<file path="src/sv/msfe_pkg.sv">
// Shared types, codes and constants of the multi-sensor fusion engine.
package msfe_pkg;

    localparam int VAL_W      = 32;  // Q16.16 reading and fused value
    localparam int WGT_W      = 16;  // Q8.8 weight
    localparam int TIME_W     = 32;  // millisecond stamps and timeouts
    localparam int NOISE_W    = 32;  // Q16.16 Kalman noise terms
    localparam int CONF_W     = 17;  // Q1.16 confidence, up to 1.0
    localparam int CNT_W      = 4;   // source counts, up to 15
    localparam int MODE_W     = 3;
    localparam int OP_W       = 2;
    localparam int SIDX_W     = 3;
    localparam int STAT_W     = 2;
    localparam int CFG_IDX_W  = 2;
    localparam int CFG_DATA_W = 32;

    // shared multiplier: signed 18 x 34 bits
    localparam int MUL_AW = 18;
    localparam int MUL_BW = 34;
    localparam int MUL_PW = MUL_AW + MUL_BW;

    // shared divider: unsigned 56 / 34 bits, one quotient bit per cycle
    localparam int DIV_NW = 56;
    localparam int DIV_DW = 34;

    localparam int ACC_W  = 54;  // weighted sum
    localparam int WSUM_W = 20;  // sum of weights
    localparam int PRED_W = NOISE_W + 1;

    localparam logic [WGT_W-1:0]   WEIGHT_ONE  = 16'd256;
    localparam logic [TIME_W-1:0]  TIMEOUT_RST = 32'd5000;
    localparam logic [CONF_W-1:0]  ONE_Q16     = 17'd65536;
    localparam logic [NOISE_W-1:0] PNOISE_RST  = 32'd655;
    localparam logic [NOISE_W-1:0] MNOISE_RST  = 32'd6554;
    localparam logic [CNT_W-1:0]   IN_USE_RST  = 4'd1;

    typedef enum logic [OP_W-1:0] {
        OP_STORE  = 2'd0,
        OP_CONFIG = 2'd1,
        OP_FUSE   = 2'd2,
        OP_NOP    = 2'd3
    } opcode_t;

    typedef enum logic [STAT_W-1:0] {
        STAT_OK      = 2'd0,
        STAT_RANGE   = 2'd1,
        STAT_NOFRESH = 2'd2
    } status_t;

    typedef enum logic [MODE_W-1:0] {
        MODE_AVG   = 3'd0,
        MODE_KAL   = 3'd1,
        MODE_VOTE  = 3'd2,
        MODE_UNAN  = 3'd3,
        MODE_MAX   = 3'd4,
        MODE_MIN   = 3'd5
    } mode_t;

    typedef enum logic [CFG_IDX_W-1:0] {
        CFG_MODE   = 2'd0,
        CFG_IN_USE = 2'd1,
        CFG_PNOISE = 2'd2,
        CFG_MNOISE = 2'd3
    } cfg_idx_t;

    typedef struct packed {
        logic busy;
        logic done;
    } div_sts_t;

endpackage

</file>
<file path="src/sv/msfe_mul.sv">
// Shared signed multiplier with a registered product.
module msfe_mul
    import msfe_pkg::*;
(
    input  logic                      clk,
    input  logic signed [MUL_AW-1:0]  a,
    input  logic signed [MUL_BW-1:0]  b,
    output logic signed [MUL_PW-1:0]  p
);

    logic signed [MUL_PW-1:0] prod;
    logic signed [MUL_PW-1:0] p_reg;

    // form the full-width product
    assign prod = MUL_PW'(a) * MUL_PW'(b);

    // register the product
    always_ff @(posedge clk)
    begin
        p_reg <= prod;
    end

    assign p = p_reg;

endmodule

</file>
<file path="config.mk">
export PLATFORM = sky130hd
export DESIGN_NAME = msfe_mul
export DESIGN_NICKNAME = d
export VERILOG_FILES = /design/src/sv/msfe_pkg.sv /design/src/sv/msfe_mul.sv
export SDC_FILE = /design/constraint.sdc
export NUM_CORES = 2
export LEC_CHECK = 0
export ABC_CLOCK_PERIOD_IN_PS = 9550
export BUFFER_PORTS_ARGS = -buffer_cell sky130_fd_sc_hd__buf_2
export CAP_MARGIN = 0
export CORE_MARGIN = 5
export CORE_UTILIZATION = 59
export DETAILED_ROUTE_END_ITERATION = 16
export PLACE_DENSITY = 0.77
export SLEW_MARGIN = 10
export SYNTH_ARGS = -nofsm -noshare
export SYNTH_HDL_FRONTEND = slang
export SYNTH_SLANG_ARGS = --single-unit
export TNS_END_PERCENT = 30
</file>
<file path="constraint.sdc">
create_clock -name clk -period 9.55 [get_ports clk]
set_input_delay 0.955 -clock clk [delete_from_list [all_inputs] [get_ports clk]]
set_output_delay 0.955 -clock clk [all_outputs]
set_load 0.01 [all_outputs]
</file>
==> flow_summary_export.csv <==
group,metric,value,unit
synthesis,syn_area,0.0221,mm^2
global_routing,grt_pass1_wl,91.7,mm
synthesis,synth_cell_type_count,53,
floorplanning,dieArea,0.0414,mm^2
sta,slew_violations,0,
global_routing,grt_pass1_vias,18118,
critical_path,start_kind,"input port",
route,wl_per_cell,18.6,um
clocking,cts_resized,0,
synthesis,syn_avg_cell_area,9.04,um^2
floorplanning,die_h,203,um
route,drt_wl_total,54.2,mm
status,outcome,"complete, no violations",
sta,achievable-frequency,130,MHz
clocking,cts_setup_buffers,0,
sta,hold_violations,0,
sta,worst_pin_slew,853,ps
route,drt_iter0_drc,985,
sta,rsz0062_at_grt,"false",
critical_path,worstPathRequired,9760,ps
critical_path,arrival,7900,ps
clocking,cts.sinks,52,
placed_design,placed_area,0.0228,mm^2
critical_path,cpPeakStageDelay,640,ps
route,drtPass1Iterations,7,
sta,tns,0,ps
sta,fin_crit,7690,ps
clocking,ctsRootBufferMaster,"clkbuf_16",
placed_design,dp_cells,2901,
clocking,hold_buffers,0,
placed_design,place_hpwl,44.1,mm
critical_path,crit_path_top_delay_cell,"buf_2",
critical_path,critPathBufInv,4,
clocking,clk_pin_slew,70,ps
critical_path,end_kind,"flip-flop",
cells_and_area,syn_to_final_growth,3.97,%
critical_path,crit_path_frequent_cell,"fa_1",
sta,slew-limit-headroom,43.2,%
clocking,cts_tree,"yes",
floorplanning,rows,70,
synthesis,synth_edf_count,0,
floorplanning,dieWidth,203,um
route,drc,0,
sta,setup_viol,0,
clocking,clockBufferDepth,2,
route,viasPerCell,5.45,
synthesis,ys_ff_latch,52,
job,cap_viol_max_count,0,
cells_and_area,fin_cells,2913,
cells_and_area,num-nets-final,3203,
synthesis,synthCells,2441,
cells_and_area,fillers,3021,
sta,post-route-period-util,80.5,%
global_routing,antenna_found_initial,3,
worst_hold_path,hold_path.class,"in2reg",
placed_design,place_congestion,0.976,
cells_and_area,largest_register_ffs,52,
floorplanning,fp.coreArea,0.0368,mm^2
critical_path,worst_path_dominant_cell_family,"adder cells",
route,final_antenna_net_count,0,
critical_path,path_cells,"buf_2, nand2_1, fa_1, inv_1, fa_1, fa_1, fa_1, fa_1, inv_1, fa_1, inv_1, ha_1, a211oi_1, nor2_1, a211oi_1, nand2_1, o21ai_0, o21ai_0, o221ai_1, mux2i_1, nand4_1",
clocking,htreeDepth,2,
floorplanning,initial_utilization,60.0,%
synthesis,synth-main-ff-cell,"dfxtp_1",
synthesis,async_flop_share,0,%
clocking,cts_made_buffers,5,
global_routing,grt_usage,27.9,%
floorplanning,io_pins,105,
cells_and_area,post-route-cell-area,0.0229,mm^2
global_routing,gr-total-overflow,0,
placed_design,port_buffers,104,
critical_path,crit_type,"in2reg",
route,dr_total_vias,15868,
synthesis,seq_area_frac_synth,4.72,%
global_routing,grt_max_degree,35,
synthesis,synth_warnings,0,
cells_and_area,layout-drive-gt1-share,5.20,%
synthesis,synth.net_count,3204,
critical_path,crit_fanout,34,
## logic make-up (layout without fill, tap and decap cells)
logic type	Yosys count	in the layout	share of synthesized area (%)
DFF	52	52	4.72
other	0	4	0
xor gates and xnor gates	53	53	2.10
AOI/OAI and AO/OA	137	137	4.18
adders and majority gates	710	710	60.2
buffers and inverters	768	768	13.1
muxes	1	1	0.0454
and+or+nand+nor	720	720	15.7
## stage by stage
step / utilization (%) / setup slack (ps) / hold slack [ps]
6_report: 62.4 / 1860 / 1060
5_1_grt: 62.4 / 1540 / 1090
4_1_cts: 62.4 / 1910 / 1060
3_5_place_dp: 61.9 / 1560 / 1350
3_3_place_gp: 61.9 / 1770 / 1350
2_1_floorplan: - / 2780 / 1080
## synth_stat cells, drive strengths merged (6+ instances only)
library cell  number  area share (%)
inv              651              11
nor3              10            0.23
a21o              19            0.65
o21bai             6            0.26
a211oi             7            0.26
o21ai             30            0.71
and2             241             6.8
a21oi             42            0.97
nand2            360             6.1
nand4             10            0.28
ha               125             7.1
clkbuf           114             1.9
nor2              49            0.83
nor2b              6            0.17
xnor2             36             1.4
a31oi              9            0.32
dfxtp             52             4.7
xor2              17            0.67
fa               585              53
nand2b            14            0.40
nand3             11            0.25
and3               6            0.17
## cells in the final DEF (no fill, tap or decap), types with 4 or more instances in the layout
cell type / synthesis / final
inv_1: 651 / 651
fa_1: 585 / 585
nand2_1: 360 / 360
and2_1: 241 / 241
ha_1: 125 / 125
buf_2: 2 / 104
dfxtp_1: 52 / 52
nor2_1: 49 / 49
a21oi_1: 41 / 41
xnor2_1: 36 / 36
o21ai_0: 28 / 28
a21o_1: 19 / 19
xor2_1: 17 / 17
nand2b_1: 14 / 14
nand3_1: 11 / 11
nor3_1: 10 / 10
nand4_1: 10 / 10
a31oi_1: 8 / 8
a211oi_1: 6 / 6
and3_1: 6 / 6
nor2b_1: 6 / 6
o21bai_1: 5 / 5
o21a_1: 5 / 5
clkbuf_16: 0 / 5
buf_4: 0 / 5
diode_2: 0 / 4
o211ai_1: 4 / 4
## layout make-up
type	count	area, um^2	share of cell area [%]
clock inverters	2	35.0	0.153
multi-input cells	1621	18100	79.1
diodes	4	10.0	0.0436
clock buffers	6	129	0.562
inverters	651	2440	10.6
repair buffers	109	558	2.43
well taps	468	586	2.55
flip-flops and latches	52	1040	4.54
## worst paths after layout
check	startpoint	end	slack, ps	cells after the start
worst max-delay path	a[9]	p[51]$_DFF_P_	1860	21
worst min-delay path	b[0]	p[0]$_DFF_P_	1060	2
## layer usage
metal	vias to the layer above	track usage, %	part of all wire (%)
li1	6953	-	-
met1	8070	36.2	38
met2	687	46.2	49
met3	156	6.55	9.7
met4	2	10.6	3.7
met5	-	0	0.015
Power is not shown: default switching activity piles up to over one toggle a cycle in this logic, so the estimate is an artifact.
