===== src/sv/msfe_pkg.sv =====
// Shared types, codes and constants of the multi-sensor fusion engine.
package msfe_pkg;

    localparam int VAL_W      = 32;  // Q16.16 reading and fused value
    localparam int WGT_W      = 16;  // Q8.8 weight
    localparam int TIME_W     = 32;  // millisecond stamps and timeouts
    localparam int NOISE_W    = 32;  // Q16.16 Kalman noise terms
    localparam int CONF_W     = 17;  // Q1.16 confidence, up to 1.0
    localparam int CNT_W      = 4;   // source counts, up to 15
    localparam int MODE_W     = 3;
    localparam int OP_W       = 2;
    localparam int SIDX_W     = 3;
    localparam int STAT_W     = 2;
    localparam int CFG_IDX_W  = 2;
    localparam int CFG_DATA_W = 32;

    // shared multiplier: signed 18 x 34 bits
    localparam int MUL_AW = 18;
    localparam int MUL_BW = 34;
    localparam int MUL_PW = MUL_AW + MUL_BW;

    // shared divider: unsigned 56 / 34 bits, one quotient bit per cycle
    localparam int DIV_NW = 56;
    localparam int DIV_DW = 34;

    localparam int ACC_W  = 54;  // weighted sum
    localparam int WSUM_W = 20;  // sum of weights
    localparam int PRED_W = NOISE_W + 1;

    localparam logic [WGT_W-1:0]   WEIGHT_ONE  = 16'd256;
    localparam logic [TIME_W-1:0]  TIMEOUT_RST = 32'd5000;
    localparam logic [CONF_W-1:0]  ONE_Q16     = 17'd65536;
    localparam logic [NOISE_W-1:0] PNOISE_RST  = 32'd655;
    localparam logic [NOISE_W-1:0] MNOISE_RST  = 32'd6554;
    localparam logic [CNT_W-1:0]   IN_USE_RST  = 4'd1;

    typedef enum logic [OP_W-1:0] {
        OP_STORE  = 2'd0,
        OP_CONFIG = 2'd1,
        OP_FUSE   = 2'd2,
        OP_NOP    = 2'd3
    } opcode_t;

    typedef enum logic [STAT_W-1:0] {
        STAT_OK      = 2'd0,
        STAT_RANGE   = 2'd1,
        STAT_NOFRESH = 2'd2
    } status_t;

    typedef enum logic [MODE_W-1:0] {
        MODE_AVG   = 3'd0,
        MODE_KAL   = 3'd1,
        MODE_VOTE  = 3'd2,
        MODE_UNAN  = 3'd3,
        MODE_MAX   = 3'd4,
        MODE_MIN   = 3'd5
    } mode_t;

    typedef enum logic [CFG_IDX_W-1:0] {
        CFG_MODE   = 2'd0,
        CFG_IN_USE = 2'd1,
        CFG_PNOISE = 2'd2,
        CFG_MNOISE = 2'd3
    } cfg_idx_t;

    typedef struct packed {
        logic busy;
        logic done;
    } div_sts_t;

endpackage


===== src/sv/msfe_div.sv =====
// Shared unsigned restoring divider, one quotient bit per cycle.
module msfe_div
    import msfe_pkg::*;
(
    input  logic               clk,
    input  logic               rst_n,
    input  logic               start,
    input  logic [DIV_NW-1:0]  dividend,
    input  logic [DIV_DW-1:0]  divisor,
    output logic [DIV_NW-1:0]  quotient,
    output div_sts_t           sts
);

    localparam int STEP_W = $clog2(DIV_NW + 1);

    logic              busy_reg;
    logic              done_reg;
    logic [STEP_W-1:0] step_reg;
    logic [DIV_DW-1:0] rem_reg;
    logic [DIV_NW-1:0] quo_reg;
    logic [DIV_DW-1:0] dvs_reg;

    logic [DIV_DW:0]   trial;
    logic              fits;
    logic [DIV_DW-1:0] rem_next;

    // shift in the next dividend bit and try a subtract
    assign trial    = {rem_reg, quo_reg[DIV_NW-1]};
    assign fits     = trial >= {1'b0, dvs_reg};
    assign rem_next = fits ? DIV_DW'(trial - {1'b0, dvs_reg}) : DIV_DW'(trial);

    // advance one quotient bit per cycle
    always_ff @(posedge clk or negedge rst_n)
    begin
        if (!rst_n)
        begin
            busy_reg <= 1'b0;
            done_reg <= 1'b0;
            step_reg <= '0;
            rem_reg  <= '0;
            quo_reg  <= '0;
            dvs_reg  <= '0;
        end
        else
        begin
            done_reg <= 1'b0;
            if (start)
            begin
                busy_reg <= 1'b1;
                step_reg <= STEP_W'(DIV_NW);
                rem_reg  <= '0;
                quo_reg  <= dividend;
                dvs_reg  <= divisor;
            end
            else if (busy_reg)
            begin
                rem_reg  <= rem_next;
                quo_reg  <= {quo_reg[DIV_NW-2:0], fits};
                step_reg <= step_reg - 1'b1;
                if (step_reg == STEP_W'(1))
                begin
                    busy_reg <= 1'b0;
                    done_reg <= 1'b1;
                end
            end
        end
    end

    assign quotient = quo_reg;
    assign sts.busy = busy_reg;
    assign sts.done = done_reg;

endmodule


===== config.mk =====
export PLATFORM = sky130hd
export DESIGN_NAME = msfe_div
export DESIGN_NICKNAME = d
export VERILOG_FILES = /design/src/sv/msfe_pkg.sv /design/src/sv/msfe_div.sv
export SDC_FILE = /design/constraint.sdc
export NUM_CORES = 1
export LEC_CHECK = 0
export BUFFER_PORTS_ARGS = -buffer_cell sky130_fd_sc_hd__buf_2
export CAP_MARGIN = 20
export CORE_AREA = 2 2 126 128
export DETAILED_ROUTE_END_ITERATION = 8
export DIE_AREA = 0 0 128 130
export GPL_TIMING_DRIVEN = 0
export PLACE_DENSITY = 0.77
export SYNTH_ARGS = -nofsm -noshare
export SYNTH_HDL_FRONTEND = slang
export SYNTH_SLANG_ARGS = --single-unit

===== constraint.sdc =====
create_clock -name clk -period 2.74 [get_ports clk]
set_input_delay 0.822 -clock clk [delete_from_list [all_inputs] [get_ports clk]]
set_output_delay 0.822 -clock clk [all_outputs]
set_load 0.005 [all_outputs]

==> flow_summary.toml <==
[floorplanning]
ios = 151
die_h_um = 130
rows = 46
initial_core_util_pct = 49.7
coreArea_um2 = 15400
die_x_um = 128
die_area_um2 = 16600

[place]
pre_cts_ws_ns = -0.528
gp_congestion = 0.917
dp_hpwl_um = 15000
placed_cells = 1200
io_buffers = 149

[clocking]
clk_latency_ns = 0.44
clock_path_buffers = 2
cts-buffers-inserted = 17
path_clk_slew_ns = 0.06
cts-root-buf = "clkbuf_16"
ctsHtreeMaxLevel = 4
cts.sinks = 132
tritoncts = "done"

[yosys]
synth_cells = 858
ys_types = 56
synth_area_leader_cell = "dfrtp_1"
syn_nets = 988
yosysWarnings = 0
syn_area_um2 = 7660
async_reset_ff_share_pct = 100
synth-seq-cells = 132
synth.avg_cell_area_um2 = 8.93
synthFlopType = "dfrtp_1"
synth_top_area_share_pct = 43.1
synth_edf_count = 0
synthTopCellsByArea = "dfrtp_1, mux2i_1, o21ai_0"
ys_seq_area_share_pct = 43.1

[setup_path]
endpoint_kind = "flip-flop"
cp_slowest_cell = "o41a_1"
start_kind = "flip-flop"
path_cells = "inv_1 -> ha_4 -> o21a_1 -> o31a_4 -> o21ai_4 -> o31a_1 -> o41a_1 -> o221a_4 -> buf_8 -> mux2_4 -> mux2i_1 -> nor2_1"
max_stage_delay_ns = 0.37
cp.required_ns = 3.04
critPathKind = "flip-flop to flip-flop"
worstPathArrival_ns = 3.13
cp_max_fo = 6
r2r_slack_ns = -0.1

[power_and_ir_drop]
ir_worst_vdd_mv = 0.900
p_leak_uw = 0.00511
power_density_nw_per_um2 = 1040

[layout]
layout_commonest_cell = "buf_2"
fin_nets = 1178
synthToLayoutAreaGrowth_pct = 32.0
drive_above_1_share_pct = 29.3
final_cell_mix = "buf_2, dfrtp_1, nand2_1, o21ai_0, mux2i_1"
largest_register_ffs = 56
fin_cells = 1253
insertedDiodeCount = 0
fill_cells = 1226

[sta]
setup_viol = 32
tightest_slew_ns = 0.830
fin_crit_sh_pct = 104
finalClockSkew_ns = 0.0107
final-max-slew-violation-count = 0
fin_crit_ns = 2.84
whs_ns = 0.272
final-hold-violation-count = 0
maxSlewHeadroom_pct = 44.7
fmax_mhz = 352
tns_ns = -1.41
setup_ws_ns = -0.0969
rsz0062_at_grt = "yes"

[global_route]
grt_max_degree = 98
grt_overflow = 0
grt_pass1_wl_um = 35700
grt.total_usage_pct = 27.3
grt_pass1_vias = 7124
antenna_found_initial = 0

[drt]
via_per_inst = 5.81
drc = 0
postRouteAntennaNets = 0
drt-pass1-iter-count = 5
wl_per_cell_um = 18.4
vias = 7286
totalWireLength_um = 23000
drtIter0Drc = 497

[flow_run]
maxCapViolCount = 0

[min_path]
min_path_type = "input port to async pin"

[status]
violations = "negative setup slack"
status = "complete, but fails checks"
## stage by stage
step	instance area, µm²	util (%)	total power (µW)
finish	10100	65.6	10500
global route	10100	65.6	11000
CTS	9730	63.1	9670
detailed placement	8680	56.3	6350
global placement	8650	56.1	6250
floorplan	7660	-	5390
## cell usage after synthesis (2+ instances only)
cell type and instances:
nand4_1 11, nor2_1 74, o21ai_1 2, buf_4 2, a221oi_1 2, and4b_1 2
xor2_1 13, buf_1 7, nand2b_1 6, or2_2 3, inv_1 43, o31ai_1 2
buf_2 4, a31oi_1 4, mux2i_1 67, and3_1 3, a211oi_2 3, a21o_1 8
xnor2_1 18, a211oi_1 30, o31a_1 5, ha_1 36, o21bai_1 9, clkbuf_1 40
a21oi_1 56, dfrtp_1 132, o21ai_0 107, nand2_1 122, nor3_1 9, o21a_1 4
nand3_1 8, o221ai_1 2
## power by group
group          leakage [µW]  switching [µW]  total, µW  internal (µW)
combinational       0.00316            2890       5470           2580
clock              0.000307             957       2410           1460
sequential          0.00164             339       2630           2290
## area by class of cell
cell class                 instances  area [µm²]  area share (%)
clock buffer                      17         425            4.21
sequential                       132        3300            32.7
multi-input combinational        629        4490            44.4
clock inverter                    15         193            1.91
tap                              192         240            2.38
timing repair buffer             178        1040            10.3
inverter                          43         161            1.60
buffer                            47         255            2.52
## what timing repair did
item	CTS	global route
pin swaps	31	23
cloned	2	1
hold buffers	0	0
gates resized for setup	74	55
setup endpoints to repair	35	35
buffers inserted	10	15
## worst paths after layout
check	end	depth (start not counted)	start
min in group clk	dvs_reg[18]	2	dvs_reg[18]
min reg2reg	dvs_reg[18]	2	dvs_reg[18]
max in group asynchronous	rem_reg[29]	2	rst_n
min	dvs_reg[15]	1	rst_n
max	rem_reg[2]	12	dvs_reg[3]
max reg2reg	rem_reg[2]	12	dvs_reg[3]
## worst max-delay path, delay by kind of cell, from the launching register on
kind	cells	cell delay [ns]
fa+ha+maj	1	0.31
buf+inv	2	0.24
mux	2	0.43
compound gates	6	1.33
simple gates	1	0.06
flops	1	0.32
## logic make-up after synthesis
group	Yosys count	synth area share, %
mux	69	9.05
xor+xnor	31	3.54
flops	132	43.1
simple gates	248	13.9
compound gates	244	19.3
fa+ha+maj	37	6.14
buf+inv	97	5.01
## metal layers
| metal | up-vias | part of all wire (%) | track usage [%] |
|---|---|---|---|
| met2 | 319 | 48 | 44.5 |
| li1 | 3378 | - | - |
| met1 | 3523 | 41 | 34.7 |
| met3 | 66 | 8.1 | 8.45 |
| met4 | 0 | 2.9 | 9.83 |
| met5 | - | 0 | 0 |
Note: power is estimated with default switching activity, not from simulation.
